### config.mk
export PLATFORM = sky130hd
export DESIGN_NAME = md5_line_hasher_hex_flat
export DESIGN_NICKNAME = d
export VERILOG_FILES = /design/src/rtl/md5lh_pkg.sv /design/src/rtl/md5lh_if.sv /design/src/rtl/md5lh_ram.sv /design/src/rtl/md5lh_round.sv /design/src/rtl/md5_line_hasher_hex.sv /design/src/flat_wrapper.sv
export SDC_FILE = /design/constraint.sdc
export NUM_CORES = 2
export LEC_CHECK = 0
export BUFFER_PORTS_ARGS = -buffer_cell sky130_fd_sc_hd__buf_2
export CORE_AREA = 2 2 324 326
export DETAILED_ROUTE_END_ITERATION = 16
export DIE_AREA = 0 0 326 328
export PLACE_DENSITY = 0.75
export SLEW_MARGIN = 20
export SYNTH_ARGS = -nofsm -noshare
export SYNTH_HDL_FRONTEND = slang
export SYNTH_SLANG_ARGS = --single-unit
### constraint.sdc
create_clock -name clk -period 20.9 [get_ports clk]
set_input_delay 4.18 -clock clk [delete_from_list [all_inputs] [get_ports clk]]
set_output_delay 4.18 -clock clk [all_outputs]
set_load 0.02 [all_outputs]
### src/rtl/md5lh_pkg.sv
`timescale 1ns / 1ps
// md5lh_pkg: shared constants, round tables and helpers for the MD5 line hasher.
// No dependencies.
package md5lh_pkg;

  localparam logic [31:0] IV_A = 32'h67452301;
  localparam logic [31:0] IV_B = 32'hefcdab89;
  localparam logic [31:0] IV_C = 32'h98badcfe;
  localparam logic [31:0] IV_D = 32'h10325476;
  localparam logic [7:0]  DELIM_RESET = 8'd10;
  localparam logic [7:0]  PAD_BYTE = 8'h80;

  typedef struct packed {
    logic [31:0] a;
    logic [31:0] b;
    logic [31:0] c;
    logic [31:0] d;
  } chain_t;

  typedef struct packed {
    logic       start;
    logic [5:0] round;
  } rnd_ctl_t;

  function automatic logic [31:0] md5_k(input logic [5:0] i);
    logic [31:0] k;
    begin
      case (i)
        6'd0: k = 32'hd76aa478; 6'd1: k = 32'he8c7b756; 6'd2: k = 32'h242070db;
        6'd3: k = 32'hc1bdceee; 6'd4: k = 32'hf57c0faf; 6'd5: k = 32'h4787c62a;
        6'd6: k = 32'ha8304613; 6'd7: k = 32'hfd469501; 6'd8: k = 32'h698098d8;
        6'd9: k = 32'h8b44f7af; 6'd10: k = 32'hffff5bb1; 6'd11: k = 32'h895cd7be;
        6'd12: k = 32'h6b901122; 6'd13: k = 32'hfd987193; 6'd14: k = 32'ha679438e;
        6'd15: k = 32'h49b40821; 6'd16: k = 32'hf61e2562; 6'd17: k = 32'hc040b340;
        6'd18: k = 32'h265e5a51; 6'd19: k = 32'he9b6c7aa; 6'd20: k = 32'hd62f105d;
        6'd21: k = 32'h02441453; 6'd22: k = 32'hd8a1e681; 6'd23: k = 32'he7d3fbc8;
        6'd24: k = 32'h21e1cde6; 6'd25: k = 32'hc33707d6; 6'd26: k = 32'hf4d50d87;
        6'd27: k = 32'h455a14ed; 6'd28: k = 32'ha9e3e905; 6'd29: k = 32'hfcefa3f8;
        6'd30: k = 32'h676f02d9; 6'd31: k = 32'h8d2a4c8a; 6'd32: k = 32'hfffa3942;
        6'd33: k = 32'h8771f681; 6'd34: k = 32'h6d9d6122; 6'd35: k = 32'hfde5380c;
        6'd36: k = 32'ha4beea44; 6'd37: k = 32'h4bdecfa9; 6'd38: k = 32'hf6bb4b60;
        6'd39: k = 32'hbebfbc70; 6'd40: k = 32'h289b7ec6; 6'd41: k = 32'heaa127fa;
        6'd42: k = 32'hd4ef3085; 6'd43: k = 32'h04881d05; 6'd44: k = 32'hd9d4d039;
        6'd45: k = 32'he6db99e5; 6'd46: k = 32'h1fa27cf8; 6'd47: k = 32'hc4ac5665;
        6'd48: k = 32'hf4292244; 6'd49: k = 32'h432aff97; 6'd50: k = 32'hab9423a7;
        6'd51: k = 32'hfc93a039; 6'd52: k = 32'h655b59c3; 6'd53: k = 32'h8f0ccc92;
        6'd54: k = 32'hffeff47d; 6'd55: k = 32'h85845dd1; 6'd56: k = 32'h6fa87e4f;
        6'd57: k = 32'hfe2ce6e0; 6'd58: k = 32'ha3014314; 6'd59: k = 32'h4e0811a1;
        6'd60: k = 32'hf7537e82; 6'd61: k = 32'hbd3af235; 6'd62: k = 32'h2ad7d2bb;
        default: k = 32'heb86d391;
      endcase
      return k;
    end
  endfunction

  function automatic logic [4:0] md5_s(input logic [5:0] i);
    logic [4:0] s;
    begin
      case ({i[5:4], i[1:0]})
        4'd0: s = 5'd7;   4'd1: s = 5'd12;  4'd2: s = 5'd17;  4'd3: s = 5'd22;
        4'd4: s = 5'd5;   4'd5: s = 5'd9;   4'd6: s = 5'd14;  4'd7: s = 5'd20;
        4'd8: s = 5'd4;   4'd9: s = 5'd11;  4'd10: s = 5'd16; 4'd11: s = 5'd23;
        4'd12: s = 5'd6;  4'd13: s = 5'd10; 4'd14: s = 5'd15; default: s = 5'd21;
      endcase
      return s;
    end
  endfunction

  // message word index used by round i
  function automatic logic [3:0] md5_g(input logic [5:0] i);
    logic [3:0] g;
    begin
      case (i[5:4])
        2'd0: g = i[3:0];
        2'd1: g = 4'(5 * i + 1);
        2'd2: g = 4'(3 * i + 5);
        default: g = 4'(7 * i);
      endcase
      return g;
    end
  endfunction

  function automatic logic [7:0] hex_char(input logic [3:0] nib);
    return (nib > 4'd9) ? (8'(nib) + 8'h61 - 8'd10) : (8'(nib) + 8'h30);
  endfunction

endpackage

### src/rtl/md5lh_if.sv
`timescale 1ns / 1ps
// md5lh_if: valid/ready channel interfaces for input, output and config words.
// No dependencies.
interface md5lh_in_if;
  logic       valid;
  logic       ready;
  logic [7:0] data_byte;
  logic       flush;
  modport source (output valid, data_byte, flush, input ready);
  modport sink (input valid, data_byte, flush, output ready);
endinterface

interface md5lh_out_if;
  logic       valid;
  logic       ready;
  logic [7:0] out_char;
  logic       last;
  modport source (output valid, out_char, last, input ready);
  modport sink (input valid, out_char, last, output ready);
endinterface

interface md5lh_cfg_if;
  logic       valid;
  logic       ready;
  logic [7:0] data;
  modport source (output valid, data, input ready);
  modport sink (input valid, data, output ready);
endinterface

### src/rtl/md5lh_ram.sv
`timescale 1ns / 1ps
// md5lh_ram: generic simple dual-port RAM (one write port, one read port), registered read.
// No dependencies.
module md5lh_ram #(
  parameter int WIDTH = 32,
  parameter int DEPTH = 16
) (
  input  logic                     clk,
  input  logic                     we,
  input  logic [$clog2(DEPTH)-1:0] waddr,
  input  logic [WIDTH-1:0]         wdata,
  input  logic [$clog2(DEPTH)-1:0] raddr,
  output logic [WIDTH-1:0]         rdata
);
  logic [WIDTH-1:0] mem [DEPTH];

  always_ff @(posedge clk) begin
    if (we) begin
      mem[waddr] <= wdata;
    end
    rdata <= mem[raddr];
  end
endmodule

### src/rtl/md5lh_round.sv
`timescale 1ns / 1ps
// md5lh_round: one MD5 round per cycle over a working register set.
// Depends on md5lh_pkg. Message word arrives registered from the block RAM.
module md5lh_round import md5lh_pkg::*; (
  input  logic        clk,
  input  rnd_ctl_t    ctl,
  input  chain_t      init,
  input  logic [31:0] w,
  output chain_t      work
);
  chain_t      work_r, work_nxt;
  logic [31:0] f, sum, rot;
  logic [4:0]  s;
  chain_t      src;

  always_comb begin
    src = work_r;
    case (ctl.round[5:4])
      2'd0: f = (src.b & src.c) | (~src.b & src.d);
      2'd1: f = (src.d & src.b) | (~src.d & src.c);
      2'd2: f = src.b ^ src.c ^ src.d;
      default: f = src.c ^ (src.b | ~src.d);
    endcase
    s   = md5_s(ctl.round);
    sum = src.a + f + md5_k(ctl.round) + w;
    rot = (sum << s) | (sum >> (6'd32 - {1'b0, s}));
    work_nxt.a = src.d;
    work_nxt.d = src.c;
    work_nxt.c = src.b;
    work_nxt.b = src.b + rot;
  end

  // start loads the chain value; rounds follow on the next cycles
  always_ff @(posedge clk) begin
    work_r <= ctl.start ? init : work_nxt;
  end

  assign work = work_r;
endmodule

### src/rtl/md5_line_hasher_hex.sv
`timescale 1ns / 1ps
// md5_line_hasher_hex: MD5 of delimiter-separated records, emitted as hex text.
// Depends on md5lh_pkg, md5lh_if, md5lh_ram, md5lh_round.
//
// Usage:
//   in  : one word per stream byte (data_byte, flush). A byte equal to the
//         delimiter ends a record; flush ends a pending record at stream end.
//   out : per record 32 lowercase hex digits of the digest, then the
//         delimiter with last = 1.
//   cfg : writes the delimiter byte; write only while the block is idle.
// Sequence:
//   A plain byte is only accepted and written; a byte that fills a 64-byte
//   block also takes load, 64 rounds of the shared round unit and chain add.
//   A record end pads the buffer (one byte a cycle through the single buffer
//   write port), runs one or two compressions, then emits 33 words, one per
//   cycle while out_ready is high. Input is not accepted again until the
//   block is back in idle.
// Reset: synchronous active-low rst_n restores the MD5 IV, clears the bit
//   count and sets the delimiter to 10. in_ready is low while busy; a stalled
//   receiver holds the current output word and the block waits.
module md5_line_hasher_hex import md5lh_pkg::*; (
  input  logic  clk,
  input  logic  rst_n,
  md5lh_in_if.sink    in_ch,
  md5lh_out_if.source out_ch,
  md5lh_cfg_if.sink   cfg_ch
);
  localparam logic [2:0] ST_IDLE = 3'd0;
  localparam logic [2:0] ST_PAD  = 3'd1;
  localparam logic [2:0] ST_LEN  = 3'd2;
  localparam logic [2:0] ST_RND  = 3'd3;
  localparam logic [2:0] ST_ADD  = 3'd4;
  localparam logic [2:0] ST_EMIT = 3'd5;

  logic [2:0]  state_r, state_nxt;
  logic [7:0]  delim_r;
  chain_t      chain_r;
  logic [63:0] bits_r;
  logic        pend_r;
  logic        fin_r;        // compressing as part of record end
  logic        last_blk_r;   // final (length) block
  logic        pad2_r;       // second block of a record end: zero padding and length, no 0x80 byte
  logic [5:0]  pos_r;        // pad write position
  logic [6:0]  cnt_r;        // round counter / emit counter
  logic        ld_r;

  logic        we;
  logic [5:0]  waddr;
  logic [7:0]  wdata;
  logic [3:0]  raddr;
  logic [31:0] rword;
  rnd_ctl_t    ctl;
  chain_t      work;

  logic        acc;
  logic [5:0]  bpos;
  logic [7:0]  emit_byte;
  logic [3:0]  nib;

  // four byte lanes so a 32-bit word is read per cycle
  genvar gi;
  generate
    for (gi = 0; gi < 4; gi++) begin : g_lane
      md5lh_ram #(.WIDTH(8), .DEPTH(16)) u_ram (
        .clk(clk),
        .we(we && (waddr[1:0] == 2'(gi))),
        .waddr(waddr[5:2]),
        .wdata(wdata),
        .raddr(raddr),
        .rdata(rword[8*gi +: 8])
      );
    end
  endgenerate

  md5lh_round u_round (
    .clk(clk), .ctl(ctl), .init(chain_r), .w(rword), .work(work)
  );

  assign bpos         = bits_r[8:3];
  assign acc          = in_ch.valid && in_ch.ready;
  assign in_ch.ready  = (state_r == ST_IDLE);
  assign cfg_ch.ready = 1'b1;

  // RAM address leads the round: word g(round + 1) is read while round is computed
  assign raddr     = md5_g(ld_r ? 6'd0 : 6'(cnt_r + 7'd1));
  assign ctl.start = ld_r;
  assign ctl.round = cnt_r[5:0];

  always_comb begin
    we = 1'b0; waddr = bpos; wdata = in_ch.data_byte;
    if (state_r == ST_IDLE) begin
      we = acc && !in_ch.flush && (in_ch.data_byte != delim_r);
    end else if (state_r == ST_PAD) begin
      we = 1'b1; waddr = pos_r;
      wdata = (pos_r == bpos && !pad2_r) ? PAD_BYTE : 8'h00;
    end else if (state_r == ST_LEN) begin
      we = 1'b1; waddr = pos_r;
      wdata = bits_r[8*pos_r[2:0] +: 8];
    end
  end

  always_comb begin
    emit_byte = chain_r.a[7:0];
    case (cnt_r[4:3])
      2'd0: emit_byte = chain_r.a[8*cnt_r[2:1] +: 8];
      2'd1: emit_byte = chain_r.b[8*cnt_r[2:1] +: 8];
      2'd2: emit_byte = chain_r.c[8*cnt_r[2:1] +: 8];
      default: emit_byte = chain_r.d[8*cnt_r[2:1] +: 8];
    endcase
    nib = cnt_r[0] ? 4'(emit_byte & 8'h0f) : 4'((emit_byte & 8'hf0) >> 4);
  end

  assign out_ch.valid    = (state_r == ST_EMIT);
  assign out_ch.last     = cnt_r[5];
  assign out_ch.out_char = cnt_r[5] ? delim_r : hex_char(nib);

  always_comb begin
    state_nxt = state_r;
    case (state_r)
      ST_IDLE: begin
        if (acc) begin
          if (in_ch.flush ? pend_r : (in_ch.data_byte == delim_r)) begin
            state_nxt = ST_PAD;
          end else if (!in_ch.flush && (bpos == 6'd63)) begin
            state_nxt = ST_RND;
          end
        end
      end
      ST_PAD: begin
        if (pos_r == 6'd63) begin
          state_nxt = ST_RND;
        end else if (pos_r == 6'd55 && (bpos < 6'd56 || pad2_r)) begin
          state_nxt = ST_LEN;
        end
      end
      ST_LEN:  if (pos_r == 6'd63) state_nxt = ST_RND;
      ST_RND:  if (!ld_r && cnt_r == 7'd63) state_nxt = ST_ADD;
      ST_ADD:  state_nxt = !fin_r ? ST_IDLE : (last_blk_r ? ST_EMIT : ST_PAD);
      ST_EMIT: if (out_ch.ready && cnt_r == 7'd32) state_nxt = ST_IDLE;
      default: state_nxt = ST_IDLE;
    endcase
  end

  always_ff @(posedge clk) begin
    if (!rst_n) begin
      state_r <= ST_IDLE;
      delim_r <= DELIM_RESET;
      chain_r <= '{IV_A, IV_B, IV_C, IV_D};
      bits_r  <= '0;
      pend_r  <= 1'b0;
      fin_r   <= 1'b0;
      last_blk_r <= 1'b0;
      pad2_r  <= 1'b0;
      pos_r   <= '0;
      cnt_r   <= '0;
      ld_r    <= 1'b0;
    end else begin
      state_r <= state_nxt;
      if (cfg_ch.valid) delim_r <= cfg_ch.data;
      case (state_r)
        ST_IDLE: begin
          ld_r <= 1'b1; cnt_r <= '0; pad2_r <= 1'b0;
          if (acc && !in_ch.flush && in_ch.data_byte != delim_r) begin
            bits_r <= bits_r + 64'd8;
            pend_r <= 1'b1;
            fin_r  <= 1'b0;
          end else begin
            fin_r <= 1'b1; last_blk_r <= 1'b0; pos_r <= bpos;
          end
        end
        ST_PAD: begin
          pos_r <= pos_r + 6'd1;
          if (pos_r == 6'd55 && (bpos < 6'd56 || pad2_r)) last_blk_r <= 1'b1;
        end
        ST_LEN: pos_r <= pos_r + 6'd1;
        ST_RND: begin
          ld_r <= 1'b0;
          if (!ld_r) cnt_r <= cnt_r + 7'd1;
        end
        ST_ADD: begin
          chain_r.a <= chain_r.a + work.a;
          chain_r.b <= chain_r.b + work.b;
          chain_r.c <= chain_r.c + work.c;
          chain_r.d <= chain_r.d + work.d;
          ld_r <= 1'b1; cnt_r <= '0; pos_r <= '0;
          pad2_r <= fin_r && !last_blk_r;
        end
        ST_EMIT: begin
          if (out_ch.ready) begin
            cnt_r <= cnt_r + 7'd1;
            if (cnt_r == 7'd32) begin
              chain_r <= '{IV_A, IV_B, IV_C, IV_D};
              bits_r  <= '0;
              pend_r  <= 1'b0;
            end
          end
        end
        default: ;
      endcase
    end
  end
endmodule
### src/flat_wrapper.sv
// flat-port wrapper written by rule: the top's interface ports become plain ports
module md5_line_hasher_hex_flat import md5lh_pkg::*;
  (clk, rst_n, in_ch_valid, in_ch_data_byte, in_ch_flush, in_ch_ready, out_ch_valid, out_ch_out_char, out_ch_last, out_ch_ready, cfg_ch_valid, cfg_ch_data, cfg_ch_ready);
  md5lh_in_if in_ch_i ();
  md5lh_out_if out_ch_i ();
  md5lh_cfg_if cfg_ch_i ();
  input  logic clk;
  input  logic rst_n;
  input wire logic [$bits(in_ch_i.valid)-1:0] in_ch_valid;
  input wire logic [$bits(in_ch_i.data_byte)-1:0] in_ch_data_byte;
  input wire logic [$bits(in_ch_i.flush)-1:0] in_ch_flush;
  output wire logic [$bits(in_ch_i.ready)-1:0] in_ch_ready;
  output wire logic [$bits(out_ch_i.valid)-1:0] out_ch_valid;
  output wire logic [$bits(out_ch_i.out_char)-1:0] out_ch_out_char;
  output wire logic [$bits(out_ch_i.last)-1:0] out_ch_last;
  input wire logic [$bits(out_ch_i.ready)-1:0] out_ch_ready;
  input wire logic [$bits(cfg_ch_i.valid)-1:0] cfg_ch_valid;
  input wire logic [$bits(cfg_ch_i.data)-1:0] cfg_ch_data;
  output wire logic [$bits(cfg_ch_i.ready)-1:0] cfg_ch_ready;
  assign in_ch_i.valid = in_ch_valid;
  assign in_ch_i.data_byte = in_ch_data_byte;
  assign in_ch_i.flush = in_ch_flush;
  assign in_ch_ready = in_ch_i.ready;
  assign out_ch_valid = out_ch_i.valid;
  assign out_ch_out_char = out_ch_i.out_char;
  assign out_ch_last = out_ch_i.last;
  assign out_ch_i.ready = out_ch_ready;
  assign cfg_ch_i.valid = cfg_ch_valid;
  assign cfg_ch_i.data = cfg_ch_data;
  assign cfg_ch_ready = cfg_ch_i.ready;
  md5_line_hasher_hex u_core (.clk(clk), .rst_n(rst_n), .in_ch(in_ch_i), .out_ch(out_ch_i), .cfg_ch(cfg_ch_i));
endmodule
; Word level (Yosys, flattened, before mapping)
; Memories as Yosys holds them, arrays and structs flattened. A register that Yosys moved wholly into a read port is not among the register bits.
; Cells that the tools add are included.
[classes]
addsub = 17
multipliers = 3
n_lt_le_gt_ge = 2
n_eq_ne = 34
shift = 7
mux = 64
n_bitwise = 13
reduce_logical = 38
[ops]
columns = operator, count
row1 = two-way mux 128 bit, 3
row2 = adder 32 bit, 8
row3 = one-hot mux 128 bit (2 select lines), 1
row4 = two-way mux 64 bit, 3
row5 = AND 32 bit, 4
row6 = OR 32 bit, 4
row7 = one-hot mux 64 bit (2 select lines), 1
row8 = variable part select 32 x 6 -> 8 bit, 4
row9 = one-hot mux 32 bit (3 select lines), 1
row10 = bitwise XOR 32 bit, 3
row11 = "adder 64 x 4 -> 64 bit, second input constant", 1
row12 = inverter 32 bit, 2
row13 = variable part select 64 x 7 -> 8 bit, 1
row14 = two-way mux 8 bit, 6
row15 = two-way mux 6 bit, 7
row16 = << shifter 32 x 5 -> 32 bit, 1
row17 = right shift 32 x 6 -> 32 bit, 1
row18 = two-way mux 3 bit, 10
row19 = one-hot mux 8 bit (3 select lines), 1
row20 = one-hot mux 7 bit (3 select lines), 1
row21 = "equality test 6 bit, second input constant", 3
row22 = two-way mux 1 bit, 18
row23 = one-hot mux 3 bit (6 select lines), 1
row24 = one-hot mux 6 bit (3 select lines), 1
row25 = 40 further kinds, 92
[word_totals]
reg_bits = 349
ramBits = 512
rom_bits = 2128
inputBits = 22
output_inout_bits = 12
elab_cells = 202
mem_count = 6
[mem_list]
columns = memory, depth, word_bits, rd, rd_ports_with_merged_regs, write_ports, line
row1 = (no name shown), 64, 32, 1, 1, 0, md5lh_pkg.sv:28  ; case (i)
row2 = u_core.g_lane[0].u_ram.mem, 16, 8, 1, 1, 1, md5lh_ram.sv:15  ; logic [WIDTH-1:0] mem [DEPTH];
row3 = u_core.g_lane[1].u_ram.mem, 16, 8, 1, 1, 1, md5lh_ram.sv:15
row4 = u_core.g_lane[2].u_ram.mem, 16, 8, 1, 1, 1, md5lh_ram.sv:15
row5 = u_core.g_lane[3].u_ram.mem, 16, 8, 1, 1, 1, md5lh_ram.sv:15
row6 = (no name shown), 16, 5, 1, 1, 0, md5lh_pkg.sv:59  ; case ({i[5:4], i[1:0]})

; Depth between registers and ports, before layout
[logic_depth]
word_depth = 11
depth_mapped = 41

; Hierarchy
; Synthesis repeated with hierarchy kept, for this count alone.
[hier_totals]
hier_cells = 5570
hier_area_um2 = 55487.0
[modules_own_cells]
columns = module, instances, cells_per_inst, area_per_inst_um2, seq_area_each_um2
row1 = md5lh_ram, 4, 229, 5147.4, 4003.8
row2 = md5lh_round, 1, 2464, 17794.6, 2562.5
row3 = md5_line_hasher_hex, 1, 2190, 17102.7, 4364.2

; Least setup slack after synthesis
; No wires, ideal clock.
[synth_timing]
kind = reg2reg
from = register u_core.cnt_r[4]
to = register u_core.u_round.work_r, in the netlist u_core.u_round.work[94]
setup_ns = 0.130
arrival_ns = 8.531
required_time_ns = 20.770
setup_slack_ns = 12.239
stages_incl_launch_ff = 40
path_buffers = 5
period_less_slack_ns = 8.661
path_cell_list = dfxtp_1 > buf_2 > buf_2 > buf_2 > clkbuf_1 > clkbuf_1 > xnor2_1 > o21ai_0 > a21oi_1 > a31oi_1 > fa_1 > inv_1 > fa_1 > inv_1 > ha_1 > inv_1 > fa_1 > nand2b_1 > (+4 left out) > and2_1 > a31oi_1 > mux2_2 > a2111o_1 > a32oi_1 > o22ai_1 > fa_1 > a21o_1 > a21oi_1 > o21ai_0 > a21oi_1 > o211ai_1 > nor3b_1 > o211ai_1 > o21ai_0 > a31oi_1 > xor2_1 > o21ai_0
[synth_via]
elab_chain_cells = 9
[synth_rtl]
columns = element, line
row1 = start: declaration, md5_line_hasher_hex.sv:44  ; logic [6:0] cnt_r;
row2 = start signal: assignment, md5_line_hasher_hex.sv:178  ; if (!ld_r) cnt_r <= cnt_r + 7'd1;
row3 = start signal: assignment, md5_line_hasher_hex.sv:190  ; cnt_r <= cnt_r + 7'd1;
row4 = "equality test 2 bit, or another cell as far along", md5lh_round.sv:18  ; case (ctl.round[5:4])
row5 = one-hot mux 32 bit (3 select lines) (*), md5lh_round.sv:18
row6 = adder 32 bit (*) (3 in series), md5lh_round.sv:25  ; sum = src.a + f + md5_k(ctl.round) + w;
row7 = right shift 32 x 6 -> 32 bit or << shifter 32 x 5 -> 32 bit (tied branches), md5lh_round.sv:26  ; rot = (sum << s) | (sum >> (6'd32 - {1'b0, s}));
row8 = OR 32 bit (*), md5lh_round.sv:26
row9 = adder 32 bit (*), md5lh_round.sv:30  ; work_nxt.b = src.b + rot;
row10 = two-way mux 128 bit (*), md5lh_round.sv:35  ; work_r <= ctl.start ? init : work_nxt;
row11 = end signal: assignment, md5lh_round.sv:35
row12 = end: declaration, md5lh_round.sv:11  ; chain_t work_r, work_nxt;
; Mark *: on every way between the ends. The rest lies on a longest branch, timed or not.
; A chain may end at the register's enable or synchronous reset.

; Final worst setup path
; Ends and elaborated chain as after synthesis.

==> run_results.csv <==
group,metric,value,unit
detailed_routing,first_pass_iters,6,
clock_tree,cts_resized,0,
detailed_routing,first_iter_violations,6139,
clock_tree,clockBufferDepth,3,
yosys,yosys.area.top_type_share,0.272,
sta,finClkSkew,0.0597,ns
grt,antenna_found_initial,8,
floorplan,die_h,328,um
yosys,synth_nets,6380,
min_path,hold_path_class,"register to register",
grt,grt-ovfl-total,0,
grt,grt_pass1_wl,269000,um
sta,rsz0062_at_grt,"no",
detailed_routing,drcViolationCount,0,
clock_tree,post_cts_buffers,0,
setup_path,startpoint_type,"register",
yosys,netlist_instances,6073,
sta,hold_viol_final,0,
setup_path,cp_top_family,"compound AO/OA/AOI/OAI gates",
yosys,seq_area_frac_synth,0.420,
grt,grt_pass1_vias,44648,
yosys,synth_area,56400,um2
yosys,synth-async-reset-ratio,0,
floorplan,die_area,107000,um2
setup_path,cp_slowest_cell,"dfxtp_4",
sta,setup_tns,0,ns
setup_path,critPathBufInv,4,
setup_path,path_max_fanout,71,
outcome,status,"finished, final reports clean",
layout,layout-drive-gt1-share,0.0875,
placed_design,place_congestion,1.02,
sta,slew_viol_final,0,
setup_path,critPathRequiredTime,21.43,ns
floorplan,fp.coreArea,103000,um2
clock_tree,cts_hold_buffers,0,
detailed_routing,via_per_inst,6.54,
layout,area_growth,7.63,%
yosys,synth_edf_count,512,
detailed_routing,antenna_left,0,
clock_tree,path_clk_slew,0.06,ns
sta,worst_pin_slew,1.17,ns
sta,period_needed,10.39,ns
yosys,synth_seq_cells,927,
layout,fill_cells,8692,
sta,fmax,96.2,MHz
floorplan,num_io_pins,34,
sta,slew_headroom,0.213,
grt,grt_max_degree,197,
clock_tree,clockRootBuffer,"clkbuf_16",
floorplan,start_util,0.547,
sta,period_share,0.497,
clock_tree,clk_latency,0.72,ns
setup_path,max_stage_delay,0.89,ns
detailed_routing,totalWireLength,177000,um
placed_design,portBuffers,32,
detailed_routing,vias,48089,
clock_tree,cts.sinks,927,
floorplan,fp.dieW,326,um
yosys,netlist_top_cells_area,"edfxtp_1 (27%), dfxtp_1 (15%), nand2_1 (4.8%), ha_1 (4.8%), a21oi_1 (3.8%)",
yosys,ys_warn_count,0,
clock_tree,cts_buffers,95,
setup_path,crit_arrival,10.92,ns
run,cap_viol_max_count,0,
floorplan,row_count,118,
setup_path,endpoint_kind,"register",
grt,track_usage,0.323,
placed_design,hpwl,122000,um
detailed_routing,routedWlPerCell,24.1,um
yosys,synthDistinctLibCells,91,
yosys,synth_top_cell_by_area,"edfxtp_1",
setup_path,worstSetupPathType,"register to register",
yosys,ys.flop_type,"edfxtp_1",
clock_tree,cts_max_level,3,
layout,nets,6194,
yosys,avgSynthCellArea,9.29,um2
sta,setup_viol,0,
clock_tree,cts_tree,"yes",
==> Yosys cell counts (all sizes together), types with 149 or more instances <==
library cell	count
a211oi	233
a21oi	429
and2	157
clkbuf	316
dfxtp	415
edfxtp	512
ha	215
inv	256
nand2	719
nor2	450
o21ai	416
xnor2	149
==> path summary, 6_finish.rpt <==
check | start | end | slack [ns] | cells after the start
hold reg to reg | u_core.pend_r | u_core.pend_r | 0.48 | 2
setup / recovery | u_core.cnt_r[4] | u_core.u_round.work[94] | 10.51 | 37
hold / removal | u_core.pend_r | u_core.pend_r | 0.48 | 2
setup reg to reg | u_core.cnt_r[4] | u_core.u_round.work[94] | 10.51 | 37
==> stage by stage <==
stage	hold slack, ns	setup WS, ns	std cells	util	cell area (um2)
6_report	0.483	10.51	7351	0.589	60700
5_1_grt	0.534	9.92	7347	0.588	60700
4_1_cts	0.489	10.73	7347	0.588	60700
3_5_place_dp	0.472	10.81	7170	0.558	57600
3_3_place_gp	0.465	10.96	7170	0.558	57600
2_1_floorplan	0.440	12.24	6073	-	56400
==> routing by layer <==
metal | part of all wire | track usage | vias up | wire length [um]
met5 | 0.00027 | 0 | - | 47
met4 | 0.060 | 0.174 | 6 | 10700
met3 | 0.093 | 0.0615 | 581 | 16400
met2 | 0.45 | 0.509 | 2531 | 79900
met1 | 0.40 | 0.423 | 23064 | 70000
li1 | - | - | 21907 | -
==> cell families after synthesis <==
kind of cell               count (synthesis)  synth area share
buffers and inverters                    637            0.0431
other                                      1         0.0000664
adders and majority gates                286            0.0727
AOI/OAI and AO/OA                       1830             0.209
and+or+nand+nor                         1844             0.150
xor gates and xnor gates                 265            0.0413
muxes                                    283            0.0639
DFF                                      927             0.420
==> sequential cells by signal, indices dropped and copies added, names as in the netlist, 3 cells and up, named ones only <==
register / cells
u_core.bits_r: 61
u_core.chain_r: 128
u_core.cnt_r: 7
u_core.delim_r: 8
u_core.g_lane.u_ram.mem: 512
u_core.g_lane.u_ram.rdata: 32
u_core.pos_r: 6
u_core.state_r: 3
u_core.u_round.s: 5
u_core.u_round.work: 128
==> worst reg2reg max path, delay by kind of cell (launching register included) <==
kind            cells  cell delay (ns)
compound gates     20             4.26
fa+ha+maj           6             2.31
buf+inv             4             1.07
flops               1             0.89
mux                 3             0.88
simple gates        3             0.68
xor+xnor            1             0.15
==> cell usage in the layout (no fill, tap or decap), drive strengths merged, types with 35 or more instances in the layout <==
cell type,netlist,layout
or2,56,56
xnor2,149,149
nand2b,42,42
a21o,83,83
a311oi,76,76
nand2,719,719
clkinv,1,39
a211oi,233,233
or3,35,35
and3,40,40
mux4,50,50
nor2b,83,83
o22ai,74,74
buf,64,97
o21ai,416,416
nor2,450,450
ha,215,215
dfxtp,415,415
fa,70,70
a21oi,429,429
o211ai,52,52
inv,256,260
a22oi,53,53
mux2i,117,117
nand3,106,106
a31oi,147,147
xor2,116,116
mux2,116,116
clkbuf,316,128
edfxtp,512,512
and2,157,157
nor3,73,73
==> cell type report <==
class,count,area [um2],share of cell area
inverter,257,965,0.0159
clock buffer,128,2630,0.0433
timing repair buffer,97,688,0.0113
tap,1380,1730,0.0284
multi-input combinational,4509,30500,0.503
antenna,4,10.0,0.000165
sequential,927,23700,0.390
clock inverter,49,502,0.00826
Power is not shown: default switching activity piles up to over one toggle a cycle in this logic, so the estimate is an artifact.
